**src/rtl/core/erle_pkg.sv**
```systemverilog
// Shared types and constants for the escaped run-length encoder.
// No dependencies; every other file of the block imports this package.
`default_nettype none

package erle_pkg;

    localparam int BYTE_W           = 8;
    localparam int THR_W            = 2;
    localparam int CNT_W            = 24;   // output byte count / capacity width
    localparam int CFG_IDX_W        = 2;
    localparam int CFG_DATA_W       = 24;
    localparam int MAX_LENGTH_WIDTH = 32;
    localparam int LENGTH_WIDTH_DEF = 24;
    localparam int QUEUE_DEPTH_DEF  = 4;

    // Configuration register indexes
    localparam logic [CFG_IDX_W-1:0] REG_ESCAPE    = 2'd0;
    localparam logic [CFG_IDX_W-1:0] REG_THRESHOLD = 2'd1;
    localparam logic [CFG_IDX_W-1:0] REG_MAX_RUN   = 2'd2;
    localparam logic [CFG_IDX_W-1:0] REG_CAPACITY  = 2'd3;

    localparam logic [BYTE_W-1:0] ESCAPE_RST    = 8'hFF;
    localparam logic [THR_W-1:0]  THRESHOLD_RST = 2'd3;
    localparam logic [BYTE_W-1:0] MAX_RUN_RST   = 8'd255;
    localparam logic [CNT_W-1:0]  CAPACITY_RST  = 24'hFFFFFF;

    // Bytes of an encoded run: escape, value, count
    localparam logic [1:0] ENC_BYTES = 2'd3;

    // One flushed run
    typedef struct packed {
        logic [BYTE_W-1:0] val;
        logic [BYTE_W-1:0] len;
        logic              enc;
        logic [1:0]        nbytes;  // bytes it expands to, 0 if none
    } run_t;

    // Work handed from front to back for one item
    typedef struct packed {
        run_t             a;        // run closed by this item
        run_t             b;        // run flushed by the final byte
        logic             fin;
        logic [CNT_W-1:0] total;
    } cmd_t;

endpackage

`default_nettype wire

```
**src/rtl/core/erle_in_if.sv**
```systemverilog
// Input channel of the encoder: one raw byte per item plus the final flag.
// Depends on erle_pkg.
`default_nettype none

interface erle_in_if;
    import erle_pkg::*;

    logic              valid;
    logic              ready;
    logic [BYTE_W-1:0] data_byte;
    logic              final_byte;

    modport source (output valid, output data_byte, output final_byte, input ready);
    modport sink   (input valid, input data_byte, input final_byte, output ready);
endinterface

`default_nettype wire

```
**src/rtl/core/erle_out_if.sv**
```systemverilog
// Output channel of the encoder: one coded byte or end marker per item.
// Depends on erle_pkg.
`default_nettype none

interface erle_out_if #(
    parameter int LENGTH_WIDTH = erle_pkg::LENGTH_WIDTH_DEF
);
    import erle_pkg::*;

    logic                    valid;
    logic                    ready;
    logic [BYTE_W-1:0]       out_byte;
    logic                    byte_valid;
    logic                    end_of_buffer;
    logic [LENGTH_WIDTH-1:0] total_length;

    modport source (output valid, output out_byte, output byte_valid,
                    output end_of_buffer, output total_length, input ready);
    modport sink   (input valid, input out_byte, input byte_valid,
                    input end_of_buffer, input total_length, output ready);
endinterface

`default_nettype wire

```
**src/rtl/core/erle_front.sv**
```systemverilog
// Front end: tracks the open run, decides flushes and run starts, and
// builds one command per item that produces output. Depends on erle_pkg.
`default_nettype none

module erle_front (
    input  wire logic                       clk,
    input  wire logic                       rst_n,
    input  wire logic                       acc,
    input  wire logic [erle_pkg::BYTE_W-1:0] data_byte,
    input  wire logic                       final_byte,
    input  wire logic [erle_pkg::THR_W-1:0] run_threshold,
    input  wire logic [erle_pkg::BYTE_W-1:0] max_run,
    input  wire logic [erle_pkg::CNT_W-1:0] output_capacity,
    output logic                            push,
    output erle_pkg::cmd_t                  cmd
);
    import erle_pkg::*;

    logic [BYTE_W-1:0] run_val_reg, run_val_next;
    logic [BYTE_W-1:0] run_len_reg, run_len_next;
    logic              full_reg, full_next;
    logic [CNT_W-1:0]  count_reg, count_next;

    logic              cont;
    logic              a_has;
    logic              start_ok;
    logic [CNT_W-1:0]  cnt_a;
    logic [BYTE_W-1:0] new_len;
    logic [BYTE_W-1:0] new_val;
    logic              new_full;
    logic [BYTE_W-1:0] thr_ext;
    run_t              ra;
    run_t              rb;

    assign thr_ext = BYTE_W'(run_threshold);

    always_comb
    begin
        cont = (run_len_reg != '0) && (data_byte == run_val_reg) && (run_len_reg < max_run);
        a_has = !cont && (run_len_reg != '0);

        ra.val    = run_val_reg;
        ra.len    = run_len_reg;
        ra.enc    = run_len_reg > thr_ext;
        ra.nbytes = !a_has ? 2'd0 : (ra.enc ? ENC_BYTES : run_len_reg[1:0]);

        cnt_a = count_reg + CNT_W'(ra.nbytes);
        // room for a whole encoded run must remain
        start_ok = !cont && !full_reg &&
                   ((CNT_W+1)'(cnt_a) + (CNT_W+1)'(2) < (CNT_W+1)'(output_capacity));

        if (cont)
        begin
            new_len = run_len_reg + BYTE_W'(1);
            new_val = run_val_reg;
        end
        else if (start_ok)
        begin
            new_len = BYTE_W'(1);
            new_val = data_byte;
        end
        else
        begin
            new_len = '0;
            new_val = run_val_reg;
        end
        new_full = full_reg || (!cont && !start_ok);

        rb.val    = new_val;
        rb.len    = new_len;
        rb.enc    = new_len > thr_ext;
        rb.nbytes = (!final_byte || new_len == '0) ? 2'd0 :
                    (rb.enc ? ENC_BYTES : new_len[1:0]);

        cmd.a     = ra;
        cmd.b     = rb;
        cmd.fin   = final_byte;
        cmd.total = cnt_a + CNT_W'(rb.nbytes);

        push = acc && (a_has || final_byte);

        run_val_next = run_val_reg;
        run_len_next = run_len_reg;
        full_next    = full_reg;
        count_next   = count_reg;
        if (acc)
        begin
            if (final_byte)
            begin
                run_val_next = '0;
                run_len_next = '0;
                full_next    = 1'b0;
                count_next   = '0;
            end
            else
            begin
                run_val_next = new_val;
                run_len_next = new_len;
                full_next    = new_full;
                count_next   = cnt_a;
            end
        end
    end

    always_ff @(posedge clk or negedge rst_n)
    begin
        if (!rst_n)
        begin
            run_val_reg <= '0;
            run_len_reg <= '0;
            full_reg    <= 1'b0;
            count_reg   <= '0;
        end
        else
        begin
            run_val_reg <= run_val_next;
            run_len_reg <= run_len_next;
            full_reg    <= full_next;
            count_reg   <= count_next;
        end
    end

endmodule

`default_nettype wire

```
**src/rtl/core/erle_queue.sv**
```systemverilog
// Short command queue between front and back ends, register based.
// Depends on erle_pkg for the command type.
`default_nettype none

module erle_queue #(
    parameter int DEPTH = erle_pkg::QUEUE_DEPTH_DEF
) (
    input  wire logic           clk,
    input  wire logic           rst_n,
    input  wire logic           push,
    input  wire erle_pkg::cmd_t wdata,
    output logic                full,
    input  wire logic           pop,
    output logic                nonempty,
    output erle_pkg::cmd_t      rdata
);
    import erle_pkg::*;

    localparam int PTR_W = (DEPTH > 1) ? $clog2(DEPTH) : 1;
    localparam int CNT_QW = $clog2(DEPTH + 1);
    localparam logic [PTR_W-1:0] LAST_PTR = PTR_W'(DEPTH - 1);
    localparam logic [CNT_QW-1:0] DEPTH_C = CNT_QW'(DEPTH);

    cmd_t              mem [DEPTH];
    logic [PTR_W-1:0]  wr_ptr_reg, wr_ptr_next;
    logic [PTR_W-1:0]  rd_ptr_reg, rd_ptr_next;
    logic [CNT_QW-1:0] fill_reg, fill_next;
    logic              do_push;
    logic              do_pop;

    assign full     = (fill_reg == DEPTH_C);
    assign nonempty = (fill_reg != '0);
    assign rdata    = mem[rd_ptr_reg];
    assign do_push  = push && !full;
    assign do_pop   = pop && nonempty;

    always_comb
    begin
        wr_ptr_next = wr_ptr_reg;
        rd_ptr_next = rd_ptr_reg;
        fill_next   = fill_reg;
        if (do_push)
            wr_ptr_next = (wr_ptr_reg == LAST_PTR) ? '0 : wr_ptr_reg + PTR_W'(1);
        if (do_pop)
            rd_ptr_next = (rd_ptr_reg == LAST_PTR) ? '0 : rd_ptr_reg + PTR_W'(1);
        if (do_push && !do_pop)
            fill_next = fill_reg + CNT_QW'(1);
        else if (do_pop && !do_push)
            fill_next = fill_reg - CNT_QW'(1);
    end

    always_ff @(posedge clk)
    begin
        if (do_push)
            mem[wr_ptr_reg] <= wdata;
    end

    always_ff @(posedge clk or negedge rst_n)
    begin
        if (!rst_n)
        begin
            wr_ptr_reg <= '0;
            rd_ptr_reg <= '0;
            fill_reg   <= '0;
        end
        else
        begin
            wr_ptr_reg <= wr_ptr_next;
            rd_ptr_reg <= rd_ptr_next;
            fill_reg   <= fill_next;
        end
    end

    a_no_overfill: assert property (@(posedge clk) disable iff (!rst_n)
        fill_reg <= DEPTH_C)
        else $error("queue fill above depth");

    a_no_push_full: assert property (@(posedge clk) disable iff (!rst_n)
        push |-> !full)
        else $error("command pushed into full queue");

    a_no_pop_empty: assert property (@(posedge clk) disable iff (!rst_n)
        pop |-> nonempty)
        else $error("command popped from empty queue");

endmodule

`default_nettype wire

```
**src/rtl/core/erle_back.sv**
```systemverilog
// Back end: expands each command into coded bytes, one per cycle while the
// coded channel is ready, into an output register. Depends on erle_pkg, erle_out_if.
`default_nettype none

module erle_back #(
    parameter int LENGTH_WIDTH = erle_pkg::LENGTH_WIDTH_DEF
) (
    input  wire logic                        clk,
    input  wire logic                        rst_n,
    input  wire logic [erle_pkg::BYTE_W-1:0] escape_byte,
    input  wire logic                        q_nonempty,
    input  wire erle_pkg::cmd_t              q_data,
    output logic                             q_pop,
    erle_out_if.source                       coded
);
    import erle_pkg::*;

    cmd_t                    cmd_reg;
    logic                    cmd_valid_reg, cmd_valid_next;
    logic [2:0]              pos_reg, pos_next;

    logic                    out_valid_reg;
    logic [BYTE_W-1:0]       out_byte_reg;
    logic                    out_bv_reg;
    logic                    out_end_reg;
    logic [LENGTH_WIDTH-1:0] out_total_reg;

    logic [2:0]              n_tot;
    logic                    last;
    logic                    in_a;
    logic [2:0]              rel;
    logic [1:0]              idx;
    run_t                    grp;
    logic [BYTE_W-1:0]       sel_byte;
    logic                    emit;
    logic                    load;
    logic                    bv;
    logic                    eob;
    logic [MAX_LENGTH_WIDTH-1:0] total_ext;

    always_comb
    begin
        n_tot = 3'(cmd_reg.a.nbytes) + 3'(cmd_reg.b.nbytes);
        // a command with no bytes is a bare end marker
        last  = (n_tot == '0) || (pos_reg == n_tot - 3'd1);
        in_a  = pos_reg < 3'(cmd_reg.a.nbytes);
        rel   = in_a ? pos_reg : pos_reg - 3'(cmd_reg.a.nbytes);
        idx   = rel[1:0];
        grp   = in_a ? cmd_reg.a : cmd_reg.b;
        if (grp.enc)
        begin
            case (idx)
                2'd0:    sel_byte = escape_byte;
                2'd1:    sel_byte = grp.val;
                default: sel_byte = grp.len;
            endcase
        end
        else
            sel_byte = grp.val;

        bv  = (n_tot != '0);
        eob = cmd_reg.fin && last;
        total_ext = MAX_LENGTH_WIDTH'(cmd_reg.total);

        emit = cmd_valid_reg && (!out_valid_reg || coded.ready);
        load = q_nonempty && (!cmd_valid_reg || (emit && last));
        q_pop = load;

        cmd_valid_next = cmd_valid_reg;
        pos_next       = pos_reg;
        if (load)
        begin
            cmd_valid_next = 1'b1;
            pos_next       = '0;
        end
        else if (emit)
        begin
            if (last)
                cmd_valid_next = 1'b0;
            else
                pos_next = pos_reg + 3'd1;
        end
    end

    always_ff @(posedge clk)
    begin
        if (load)
            cmd_reg <= q_data;
        if (emit)
        begin
            out_byte_reg  <= bv ? sel_byte : '0;
            out_bv_reg    <= bv;
            out_end_reg   <= eob;
            out_total_reg <= eob ? total_ext[LENGTH_WIDTH-1:0] : '0;
        end
    end

    always_ff @(posedge clk or negedge rst_n)
    begin
        if (!rst_n)
        begin
            cmd_valid_reg <= 1'b0;
            pos_reg       <= '0;
            out_valid_reg <= 1'b0;
        end
        else
        begin
            cmd_valid_reg <= cmd_valid_next;
            pos_reg       <= pos_next;
            if (emit)
                out_valid_reg <= 1'b1;
            else if (coded.ready)
                out_valid_reg <= 1'b0;
        end
    end

    assign coded.valid         = out_valid_reg;
    assign coded.out_byte      = out_byte_reg;
    assign coded.byte_valid    = out_bv_reg;
    assign coded.end_of_buffer = out_end_reg;
    assign coded.total_length  = out_total_reg;

    a_bare_is_end: assert property (@(posedge clk) disable iff (!rst_n)
        (out_valid_reg && !out_bv_reg) |-> out_end_reg)
        else $error("bare marker without end of buffer");

    a_total_only_at_end: assert property (@(posedge clk) disable iff (!rst_n)
        (out_valid_reg && !out_end_reg) |-> (out_total_reg == '0))
        else $error("total length set before end of buffer");

    a_pos_in_range: assert property (@(posedge clk) disable iff (!rst_n)
        cmd_valid_reg |-> (pos_reg < 3'd6))
        else $error("expansion position past six bytes");

endmodule

`default_nettype wire

```
**src/rtl/core/escaped_run_length_encoder_core.sv**
```systemverilog
// Escaped run-length encoder, top level.
// Channels: raw (sink) takes one byte per item with final_byte on the last
// byte of a buffer; coded (source) gives one coded byte per item, or a bare
// end marker (byte_valid 0) when a buffer's final byte produces nothing.
// The last item of a buffer carries end_of_buffer and total_length.
// Configuration: cfg_we/cfg_index/cfg_data write escape byte, run threshold,
// max run and output capacity; write them only while the block is idle.
// Throughput: one raw item per cycle while the queue is not full. Raw items
// that close no run and are not final produce no output. The back end
// emits one coded byte per cycle while coded is ready, and one item can
// expand to up to six coded bytes; the command queue (QUEUE_DEPTH entries)
// absorbs such bursts and raw.ready drops only while it is full. An item's
// first coded byte passes the queue, command and output registers.
// Reset: clears run state, queue and output register; config registers
// take their default values. A stalled coded channel holds its item and
// backs up into the queue, then into raw.ready.
`default_nettype none

module escaped_run_length_encoder_core #(
    parameter int LENGTH_WIDTH = erle_pkg::LENGTH_WIDTH_DEF,
    parameter int QUEUE_DEPTH  = erle_pkg::QUEUE_DEPTH_DEF
) (
    input  wire logic                            clk,
    input  wire logic                            rst_n,
    input  wire logic                            cfg_we,
    input  wire logic [erle_pkg::CFG_IDX_W-1:0]  cfg_index,
    input  wire logic [erle_pkg::CFG_DATA_W-1:0] cfg_data,
    erle_in_if.sink                              raw,
    erle_out_if.source                           coded
);
    import erle_pkg::*;

    logic [BYTE_W-1:0] escape_reg;
    logic [THR_W-1:0]  threshold_reg;
    logic [BYTE_W-1:0] max_run_reg;
    logic [CNT_W-1:0]  capacity_reg;

    logic acc;
    logic push;
    logic q_full;
    logic q_nonempty;
    logic q_pop;
    cmd_t cmd_w;
    cmd_t cmd_r;

    always_ff @(posedge clk or negedge rst_n)
    begin
        if (!rst_n)
        begin
            escape_reg    <= ESCAPE_RST;
            threshold_reg <= THRESHOLD_RST;
            max_run_reg   <= MAX_RUN_RST;
            capacity_reg  <= CAPACITY_RST;
        end
        else if (cfg_we)
        begin
            case (cfg_index)
                REG_ESCAPE:    escape_reg    <= cfg_data[BYTE_W-1:0];
                REG_THRESHOLD: threshold_reg <= cfg_data[THR_W-1:0];
                REG_MAX_RUN:   max_run_reg   <= cfg_data[BYTE_W-1:0];
                REG_CAPACITY:  capacity_reg  <= cfg_data[CNT_W-1:0];
                default:       ;
            endcase
        end
    end

    assign raw.ready = !q_full;
    assign acc       = raw.valid && !q_full;

    erle_front u_front (
        .clk             (clk),
        .rst_n           (rst_n),
        .acc             (acc),
        .data_byte       (raw.data_byte),
        .final_byte      (raw.final_byte),
        .run_threshold   (threshold_reg),
        .max_run         (max_run_reg),
        .output_capacity (capacity_reg),
        .push            (push),
        .cmd             (cmd_w)
    );

    erle_queue #(
        .DEPTH (QUEUE_DEPTH)
    ) u_queue (
        .clk      (clk),
        .rst_n    (rst_n),
        .push     (push),
        .wdata    (cmd_w),
        .full     (q_full),
        .pop      (q_pop),
        .nonempty (q_nonempty),
        .rdata    (cmd_r)
    );

    erle_back #(
        .LENGTH_WIDTH (LENGTH_WIDTH)
    ) u_back (
        .clk         (clk),
        .rst_n       (rst_n),
        .escape_byte (escape_reg),
        .q_nonempty  (q_nonempty),
        .q_data      (cmd_r),
        .q_pop       (q_pop),
        .coded       (coded)
    );

endmodule

`default_nettype wire
```
**src/flat_wrapper.sv**
```systemverilog
// flat-port wrapper written by rule: the top's interface ports become plain ports
module escaped_run_length_encoder_core_flat import erle_pkg::*;
#(
    parameter int LENGTH_WIDTH = erle_pkg::LENGTH_WIDTH_DEF,
    parameter int QUEUE_DEPTH  = erle_pkg::QUEUE_DEPTH_DEF
)
  (clk, rst_n, cfg_we, cfg_index, cfg_data, raw_valid, raw_data_byte, raw_final_byte, raw_ready, coded_valid, coded_out_byte, coded_byte_valid, coded_end_of_buffer, coded_total_length, coded_ready);
  erle_in_if raw_i ();
  erle_out_if #(.LENGTH_WIDTH(LENGTH_WIDTH)) coded_i ();
  input  wire logic clk;
  input  wire logic rst_n;
  input  wire logic cfg_we;
  input  wire logic [erle_pkg::CFG_IDX_W-1:0] cfg_index;
  input  wire logic [erle_pkg::CFG_DATA_W-1:0] cfg_data;
  input wire logic [$bits(raw_i.valid)-1:0] raw_valid;
  input wire logic [$bits(raw_i.data_byte)-1:0] raw_data_byte;
  input wire logic [$bits(raw_i.final_byte)-1:0] raw_final_byte;
  output wire logic [$bits(raw_i.ready)-1:0] raw_ready;
  output wire logic [$bits(coded_i.valid)-1:0] coded_valid;
  output wire logic [$bits(coded_i.out_byte)-1:0] coded_out_byte;
  output wire logic [$bits(coded_i.byte_valid)-1:0] coded_byte_valid;
  output wire logic [$bits(coded_i.end_of_buffer)-1:0] coded_end_of_buffer;
  output wire logic [$bits(coded_i.total_length)-1:0] coded_total_length;
  input wire logic [$bits(coded_i.ready)-1:0] coded_ready;
  assign raw_i.valid = raw_valid;
  assign raw_i.data_byte = raw_data_byte;
  assign raw_i.final_byte = raw_final_byte;
  assign raw_ready = raw_i.ready;
  assign coded_valid = coded_i.valid;
  assign coded_out_byte = coded_i.out_byte;
  assign coded_byte_valid = coded_i.byte_valid;
  assign coded_end_of_buffer = coded_i.end_of_buffer;
  assign coded_total_length = coded_i.total_length;
  assign coded_i.ready = coded_ready;
  escaped_run_length_encoder_core #(.LENGTH_WIDTH(LENGTH_WIDTH), .QUEUE_DEPTH(QUEUE_DEPTH)) u_core (.clk(clk), .rst_n(rst_n), .cfg_we(cfg_we), .cfg_index(cfg_index), .cfg_data(cfg_data), .raw(raw_i), .coded(coded_i));
endmodule
```
**config.mk**
```make
export PLATFORM = sky130hd
export DESIGN_NAME = escaped_run_length_encoder_core_flat
export DESIGN_NICKNAME = d
export VERILOG_FILES = /design/src/rtl/core/erle_pkg.sv /design/src/rtl/core/erle_in_if.sv /design/src/rtl/core/erle_out_if.sv /design/src/rtl/core/erle_front.sv /design/src/rtl/core/erle_queue.sv /design/src/rtl/core/erle_back.sv /design/src/rtl/core/escaped_run_length_encoder_core.sv /design/src/flat_wrapper.sv
export SDC_FILE = /design/constraint.sdc
export NUM_CORES = 1
export LEC_CHECK = 0
export BUFFER_PORTS_ARGS = -buffer_cell sky130_fd_sc_hd__buf_2
export CAP_MARGIN = 5
export CORE_MARGIN = 3
export CORE_UTILIZATION = 30
export DETAILED_ROUTE_END_ITERATION = 10
export GPL_TIMING_DRIVEN = 0
export PLACE_DENSITY_LB_ADDON = 0.3
export SYNTH_ARGS = -nofsm -noshare
export SYNTH_HDL_FRONTEND = slang
export SYNTH_SLANG_ARGS = --single-unit
```
**constraint.sdc**
```tcl
create_clock -name clk -period 8.23 [get_ports clk]
set_clock_uncertainty 0.05 [all_clocks]
set_input_delay 2.469 -clock clk [delete_from_list [all_inputs] [get_ports clk]]
set_output_delay 2.469 -clock clk [all_outputs]
set_load 0.05 [all_outputs]
```
# After elaboration in Yosys (flattened, before gate mapping)
# Memory sizes are Yosys's and may differ from the RTL's. A register that Yosys moved wholly into a read port is not among the register bits.
# Cells that the tools add are included.
dict set report word_totals {
  regBits 129
  ramBits 252
  inputBits 40
  out_inout_bits 36
  word_cells 124
  memories 1
}
dict set report op_classes {
  addsub 12
  magnitude_cmp 5
  eq_ne 10
  mux 30
  reduce_logical 48
}
# name words width read_ports rd_ports_with_merged_regs wr line
set memory_table {}
lappend memory_table {u_core.u_queue.mem 4 63 1 1 1 erle_queue.sv:24} ;# cmd_t mem [DEPTH];
# op count
set op_table {}
lappend op_table {{24-bit by 2-bit adder with 24-bit output} 2}
lappend op_table {{8-bit 2-to-1 mux} 6}
lappend op_table {{24-bit by 2-bit adder with 25-bit output (second input constant)} 1}
lappend op_table {{25-bit by 24-bit less-than comparator with 1-bit output} 1}
lappend op_table {{24-bit 2-to-1 mux} 1}
lappend op_table {{19-bit 2-to-1 mux} 1}
lappend op_table {{8-bit by 2-bit greater-than comparator with 1-bit output} 2}
lappend op_table {{1-bit logical AND} 16}
lappend op_table {{8-bit one-hot mux with 2 select lines} 1}
lappend op_table {{3-bit 2-to-1 mux} 5}
lappend op_table {{2-bit 2-to-1 mux} 7}
lappend op_table {{2-bit AND reduction} 6}
lappend op_table {{1-bit zero test} 9}
lappend op_table {{1-bit 2-to-1 mux} 9}
lappend op_table {{8-bit by 1-bit adder with 8-bit output (second input constant)} 1}
lappend op_table {{2-bit == test (second input constant)} 4}
lappend op_table {{8-bit == test} 1}
lappend op_table {{8-bit zero test} 1}
lappend op_table {{8-bit less-than comparator} 1}
lappend op_table {{2-bit nonzero test} 4}
lappend op_table {{8-bit nonzero test} 1}
lappend op_table {{3-bit by 1-bit adder with 3-bit output (second input constant)} 2}
lappend op_table {{1-bit logical OR} 6}
lappend op_table {{3-bit nonzero test} 2}
lappend op_table {{11 further kinds} 15}

# Logic depth before layout (Yosys ltp)
# Gate-level depths: netlist of the first run.
dict set report depth {
  word_depth 16
  ltp_mapped 43
  ltp_nobuf 41
}

# By module
# A second synthesis of the first run with hierarchy kept.
dict set report hier_totals {
  hier_cells 1308
  hier_area_um2 19942.9
}
# module n_inst cells_each area_each_um2
set by_module_without_submodules {}
lappend by_module_without_submodules {erle_queue 1 366 9537.9}
lappend by_module_without_submodules {erle_front 1 621 4848.4}
lappend by_module_without_submodules {erle_back 1 229 3900.0}
lappend by_module_without_submodules {escaped_run_length_encoder_core 1 92 1656.6}

# Worst setup path before layout of the first run
# OpenSTA, ideal clock, no wires.
dict set report synth_timing {
  path_type {in2reg}
  startpoint {input raw_data_byte[4]}
  endpoint {memory u_core.u_queue.mem[0][23] (netlist bit) (data pin)}
  t_arrival_ns 10.230
  path_slack_ns -2.330
  stages 37
  path_cell_list {xnor2_1 -> nand4_1 -> nor4_1 -> o31ai_1 -> nor2b_1 -> o21a_1 -> ha_1 -> fa_1 -> buf_2 -> xor2_1 -> ha_1 -> nor4b_2 -> nand3_1 -> nor4_1 -> nand2_1 -> xor2_1 -> ha_1 -> nand4_1 -> nor4_1 -> a41oi_1 -> a21oi_1 -> or2_0 -> clkbuf_1 -> nor2_1 -> nor2_1 -> ha_1 -> a21oi_1 -> o31ai_1 -> a21oi_1 -> ha_1 -> a21o_1 -> nand2_1 -> nor4_2 -> nand3_1 -> or4_4 -> nor4_2 -> xnor2_1}
}
# element line
set synth_lines {}
lappend synth_lines {{from (decl)} flat_wrapper.sv:16} ;# input wire logic [$bits(raw_i.data_byte)-1:0] raw_data_byte;
lappend synth_lines {{to (decl)} erle_queue.sv:24}

==> reports/results.md, run 1 <==
| Result | Reported | Unit |
| --- | --- | --- |
| Maximum fanout encountered on the critical timing path | 5 | - |
| Largest net degree at the start of global routing | 66 | - |
| WL per Instance | 20.5 | um |
| Post-Syn Instances | 1324 | - |
| Mean Syn Cell Area | 15.0 | um^2 |
| Max capacitance violation total | 0 | - |
| Finished layout cell area | 0.0247 | mm^2 |
| Switching Power | 2.99 | mW |
| Share of the clock period used by the worst path | 122 | % |
| Top delay family on crit path | simple AND/OR/NAND/NOR gates | - |
| Critical path depth | 40 | - |
| CTS root buffer | clkbuf_16 | - |
| Area of the core region | 0.0649 | mm^2 |
| First-pass GRT wire length | 75100 | um |
| Placed Instances | 2261 | - |
| Logic gate share of total power | 34.6 | % |
| Count of buffers inserted at the top-level ports | 75 | - |
| Predominant post-synthesis flop cell | edfxtp_1 | - |
| Synth Net Count | 1421 | - |
| Worst path bufs/invs | 5 | - |
| Failing checks | setup timing | - |
| Boundary pin count | 76 | - |
| Grt total ovfl | 0 | - |
| Total number of vias | 11800 | - |
| Post-route setup TNS | -127.43 | ns |
| Netlist cell types | 71 | - |
| Sequential-to-total area share from yosys stat | 65.0 | % |
| Actual transition at the worst max-transition pin | 1.21 | ns |
| Number of H-tree branching levels | 2 | - |
| Kind of start point of the critical path | input pin | - |
| Starting density of the core | 30.6 | % |
| Netlist Area Pre-Place | 0.0199 | mm^2 |
| HPWL after DPL | 33500 | um |
| Clock Pin Slew Worst Setup and Hold Paths | 0.06 | ns |
| Area growth from synthesis to layout | 24.6 | % |
| Slowest cell on the critical path | or4_4 | - |
| Sequential Power Share | 40.5 | % |
| Power Dens Cells | 352 | mW/mm^2 |
| Clock Power Share | 24.9 | % |
| Sinks on Clock Net | 444 | - |
| Tot Pwr | 8.71 | mW |
| Status | finished, violations left | - |
| Critical path arrival | 10.24 | ns |
| Critical path's most frequent cell | nor4_4 | - |
| Max Clock Freq | 99.9 | MHz |
| Final instance count without filler cells | 2419 | - |
| Endpoint of the most critical setup path | u_core.u_queue.mem[3][23] | - |
| Capturing element type of the critical path | register | - |
| Final count of pins violating max slew | 0 | - |
| Fin util | 38.1 | % |
| TritonCTS clock tree | yes | - |
| Violation count after the first detailed-route iteration | 885 | - |
| Reported leakage power | 8.98 | nW |
| Number of hold-slack violations in the final timing report | 0 | - |
| Number of flip-flops under the largest register name | 252 | - |
| Insertion delay of the later-clocked pin in the worst-skew pair | 0.58 | ns |
| Rel. slew slack | 17.3 | % |
| Min Tclk post-route | 10.01 | ns |
| Floorplan row count | 93 | - |
| Total Nets Final | 1622 | - |
| WL final | 49700 | um |
| Share of final-layout standard cells stronger than drive strength 1 | 33.7 | % |
| Number of iterations in the first detailed-routing pass | 5 | - |
| Fraction of power spent switching nets | 34.3 | % |
| Flip-flop and latch count after synthesis | 444 | - |
| Via count of the first global-routing pass | 12000 | - |
| Design internal power | 5.72 | mW |
| Final-report setup violation count | 104 | - |
| Worst supply voltage drop on vdd | 0.276 | mV |
| Detailed-route DRC error count | 0 | - |
| Setup repair after global routing missed its margin | yes | - |
| Count of flip-flops with a built-in enable after synthesis | 349 | - |
| Worst hold-check slack | 0.422 | ns |
| Reg2reg path depth | 40 | - |
| Register-to-register setup slack | -0.70 | ns |
| Class of the tightest hold or removal check | register to register | - |
| Total clock buffers created by CTS | 47 | - |
| Worst setup path startpoint | raw_data_byte[2] | - |
| Fraction of registers with async set/reset | 21.4 | % |
| Weighted congestion at the end of routability-driven global placement | 0.837 | - |
| Capture instance of the worst register-to-register path | u_core.u_queue.mem[3][23] | - |
| Count of filler cells inserted in the layout | 6045 | - |
| Number of warning messages in the yosys log | 0 | - |
| # hold bufs at CTS | 0 | - |
| CP Class | input pin to register | - |
| Global routing usage summed across all routing layers | 14.2 | % |
| Final worst setup slack | -1.78 | ns |
| Antenna violations before repair | 3 | - |
| Die Span Y | 263 | um |
| Maximum clock path buffer count | 3 | - |
| Area of the die | 0.0693 | mm^2 |
| Overall die width | 263 | um |
| Worst path required time | 8.46 | ns |
| Worst setup slack before clock tree synthesis | -4.31 | ns |
| Reg-to-reg startpoint | u_core.u_front.run_len_reg[6] | - |
| Max incr delay on CP | 0.58 | ns |
| Detailed-route vias per instance | 4.87 | - |
| Post-place instance area | 0.0217 | mm^2 |
| Detail Route Antenna Nets | 0 | - |
==> cells in the final DEF (no fill, tap or decap), drive strengths merged, types with 53 or more instances in the layout <==
| cell type | count |
|---|---|
| edfxtp | 349 |
| clkbuf | 104 |
| ha | 53 |
| buf | 172 |
| nand2 | 85 |
| nor2 | 60 |
| xnor2 | 54 |
| mux2 | 54 |
| dfrtp | 53 |
| inv | 59 |
| mux4 | 63 |
==> Yosys cell counts (12+ instances only) <==
library cell  instances  area [um^2]
nand2_1              85          319
inv_1                56          210
xor2_1               27          236
mux2_2               48          541
dfstp_2              42         1100
xnor2_1              54          473
o21ai_0              52          260
nor2b_1              19          119
nor2_1               59          221
ha_1                 53          663
nand4_1              15         93.8
mux4_2               63         1420
and2_1               35          219
edfxtp_1            349        10500
a21oi_1              41          205
mux2i_1              21          210
clkbuf_1             41          154
nor3_1               22          110
dfrtp_1              53         1330
nand3_1              32          160
o31ai_1              12         90.1
==> per-layer routing <==
layer	part of all wire, %	vias up	global-route usage, %
li1	-	5384	-
met1	44	5996	19.1
met2	48	309	23.3
met3	5.1	78	2.61
met4	2.5	2	4.20
met5	0.026	-	0
==> worst min-delay path by stage <==
| stage | start | end | slack (ns) | depth (start not counted) |
|---|---|---|---|---|
| final | u_core.u_back.cmd_valid_reg | u_core.u_back.coded.valid | 0.42 | 1 |
| after global placement | u_core.u_back.cmd_valid_reg | u_core.u_back.coded.valid | 0.40 | 1 |
| after CTS | u_core.u_back.cmd_valid_reg | u_core.u_back.coded.valid | 0.43 | 1 |
| after detailed placement | u_core.u_back.cmd_valid_reg | u_core.u_back.coded.valid | 0.41 | 1 |
| after floorplan | u_core.u_back.cmd_valid_reg | u_core.u_back.coded.valid | 0.39 | 1 |
| after global routing | u_core.u_back.cmd_valid_reg | u_core.u_back.coded.valid | 0.45 | 1 |
==> logic make-up after synthesis <==
| family | share of synthesized area [%] |
|---|---|
| multiplexers | 11.4 |
| XOR/XNOR | 3.66 |
| AND/OR/NAND/NOR | 8.66 |
| adder cells (fa/ha/maj) | 3.74 |
| AO/OA/AOI/OAI | 5.18 |
| buffers and inverters | 2.34 |
| flip-flops | 65.0 |
==> power by group through the flow <==
| stage | Combinational [mW] | Clock [mW] | Sequential (mW) |
|---|---|---|---|
| after global routing | 3.30 | 2.31 | 3.58 |
| after global placement | 2.77 | 0 | 3.62 |
| after floorplan | 1.64 | 0 | 3.82 |
| after CTS | 3.03 | 2.23 | 3.53 |
| after detailed placement | 2.92 | 0 | 3.57 |
| final | 3.01 | 2.17 | 3.53 |
==> what timing repair did <==
action / CTS / global route
hold endpoints to repair: 0 / 0
resized for setup: 97 / 65
buffers inserted: 55 / 21
setup endpoints to repair: 154 / 136
pin swaps: 47 / 55
==> layout make-up <==
cell class	count	area, um^2	area share [%]
well taps	855	1070	4.33
flip-flops and latches	444	12900	52.2
clock buffers	65	1360	5.48
plain buffers	57	259	1.05
diodes	1	2.50	0.0101
clock inverters	22	234	0.946
multi-input cells	765	7450	30.1
repair buffers	154	1240	5.00
inverters	56	210	0.850
Power figures use the tool's default switching activity.
==> run 2: changes to the inputs <==
PLACE_DENSITY_LB_ADDON = not set   (was 0.3)
clock period = 12.5 ns   (was 8.23 ns; I/O delays follow)
==> run 2 against run 1 <==
  * The run now ends clean
  * Clock power decreased by 40%
  * Die area unchanged
  * Total power decreased by 37%
==> reports/results.md, run 2 (synthesis gave the netlist of run 1 again) <==
| Result | Reported | Unit |
| --- | --- | --- |
| Status | finished, final reports clean | - |
| Worst supply voltage drop on vdd | 0.224 | mV |
| Number of iterations in the first detailed-routing pass | 5 | - |
| Final count of pins violating max slew | 0 | - |
| Actual transition at the worst max-transition pin | 1.20 | ns |
| Weighted congestion at the end of routability-driven global placement | 0.852 | - |
| Critical path arrival | 12.34 | ns |
| WL final | 46700 | um |
| Floorplan row count | 93 | - |
| Total number of vias | 11500 | - |
| First-pass GRT wire length | 71900 | um |
| Worst path required time | 12.74 | ns |
| Maximum clock path buffer count | 3 | - |
| Grt total ovfl | 0 | - |
| Maximum fanout encountered on the critical timing path | 10 | - |
| Rel. slew slack | 19.8 | % |
| CP Class | input pin to register | - |
| Global routing usage summed across all routing layers | 13.4 | % |
| Max incr delay on CP | 0.51 | ns |
| Total Nets Final | 1561 | - |
| Area growth from synthesis to layout | 17.5 | % |
| HPWL after DPL | 32400 | um |
| Detailed-route vias per instance | 4.85 | - |
| Slowest cell on the critical path | or4_4 | - |
| Starting density of the core | 30.6 | % |
| Detailed-route DRC error count | 0 | - |
| Tot Pwr | 5.49 | mW |
| Largest net degree at the start of global routing | 66 | - |
| Clock Pin Slew Worst Setup and Hold Paths | 0.06 | ns |
| Most common library cell in the layout ignoring fill and taps | edfxtp_1 | - |
| Sinks on Clock Net | 444 | - |
| Number of H-tree branching levels | 2 | - |
| Die Span Y | 263 | um |
| Area of the die | 0.0693 | mm^2 |
| CTS root buffer | clkbuf_16 | - |
| Storage element area | 0.0129 | mm^2 |
| Insertion delay of the later-clocked pin in the worst-skew pair | 0.59 | ns |
| Area of the core region | 0.0649 | mm^2 |
| Reported leakage power | 8.27 | nW |
| Overall die width | 263 | um |
| Final-report setup violation count | 0 | - |
| # hold bufs at CTS | 0 | - |
| Share of final-layout standard cells stronger than drive strength 1 | 25.9 | % |
| Boundary pin count | 76 | - |
| Max capacitance violation total | 0 | - |
| Detail Route Antenna Nets | 0 | - |
| Count of filler cells inserted in the layout | 6221 | - |
| WL per Instance | 19.8 | um |
| Violation count after the first detailed-route iteration | 900 | - |
| Antenna violations before repair | 9 | - |
| Min Tclk post-route | 12.09 | ns |
| Final worst setup slack | 0.406 | ns |
| Total clock buffers created by CTS | 44 | - |
| TritonCTS clock tree | yes | - |
| Capturing element type of the critical path | register | - |
| Max Clock Freq | 82.7 | MHz |
| Via count of the first global-routing pass | 11600 | - |
| Kind of start point of the critical path | input pin | - |
| Number of flip-flops under the largest register name | 252 | - |
| Multi-input logic area | 0.00678 | mm^2 |
| Most frequent cells in the layout | 349 x edfxtp_1, 83 x nand2_1, 81 x buf_2, 63 x mux4_2, 58 x nor2_1 | - |
| Number of hold-slack violations in the final timing report | 0 | - |
| Count of buffers inserted at the top-level ports | 75 | - |
| Class of the tightest hold or removal check | register to register | - |
| Worst setup slack before clock tree synthesis | -2.86 | ns |
| Share of the clock period used by the worst path | 96.8 | % |
| Power Dens Cells | 235 | mW/mm^2 |
==> run 2: cell types whose count changed in the layout (fill, tap and decap cells not counted), sizes merged <==
cell and change:
buf -60, clkinv +5, clkinvlp +1, diode +3, clkbuf -8, bufinv -1
==> run 2: path summary, 6_finish.rpt <==
path,from,endpoint,slack [ns],cells past startpoint
setup reg to reg,u_core.u_front.run_len_reg[5],u_core.u_queue.mem[3][23],2.76,38
hold / removal,u_core.u_back.cmd_valid_reg,u_core.u_back.coded.valid,0.43,1
setup / recovery,raw_data_byte[6],u_core.u_queue.mem[3][23],0.41,39
min in group asynchronous,rst_n,u_core.u_front.run_len_reg[4],3.11,1
max in group asynchronous,rst_n,u_core.capacity_reg[20],8.54,2
hold reg to reg,u_core.u_back.cmd_valid_reg,u_core.u_back.coded.valid,0.43,1
==> run 2: worst max-delay path, delay by kind of cell <==
kind | cells | cell delay (ns)
AOI/OAI and AO/OA | 10 | 2.02
xor gates and xnor gates | 3 | 0.51
adders and majority gates | 5 | 1.54
buffers and inverters | 5 | 0.95
and+or+nand+nor | 16 | 3.52
==> run 2: area by class of cell <==
| cell class | instances | share of cell area (%) |
|---|---|---|
| multi-input combinational | 765 | 29.1 |
| buffer | 58 | 1.12 |
| antenna | 4 | 0.0429 |
| tap | 855 | 4.59 |
| clock inverter | 27 | 1.05 |
| sequential | 444 | 55.4 |
| timing repair buffer | 95 | 2.89 |
| clock buffer | 55 | 4.98 |
| inverter | 56 | 0.901 |
==> run 2: metrics by stage <==
stage | utilization [%] | cells | hold WS, ns | area [um^2] | setup TNS [ns]
2_1_floorplan | - | 1324 | 0.392 | 19900 | 0
3_5_place_dp | 33.1 | 2261 | 0.415 | 21500 | -188.89
4_1_cts | 35.7 | 2351 | 0.432 | 23200 | 0
6_report | 35.9 | 2359 | 0.425 | 23300 | 0
5_1_grt | 35.9 | 2357 | 0.458 | 23300 | -0.151
3_3_place_gp | 32.8 | 2254 | 0.399 | 21300 | -184.19
==> run 2: layer usage <==
layer	part of all wire (%)	vias to the layer above	global-route usage (%)
met5	0.058	-	0
met1	44	5808	18.0
met2	48	294	22.1
met4	2.0	4	3.46
li1	-	5273	-
met3	5.9	72	3.04
==> run 2: timing repair <==
action,CTS,global route
pin swaps,7,10
endpoints found under the setup margin,100,16
resized for setup,35,15
setup buffers,8,5
==> run 2: power breakdown <==
| part | switching, mW | internal [mW] | leakage (nW) |
|---|---|---|---|
| sequential | 0.134 | 2.18 | 4.38 |
| combinational | 1.22 | 0.665 | 3.21 |
| clock | 0.570 | 0.729 | 0.680 |
| total | 1.92 | 3.57 | 8.27 |
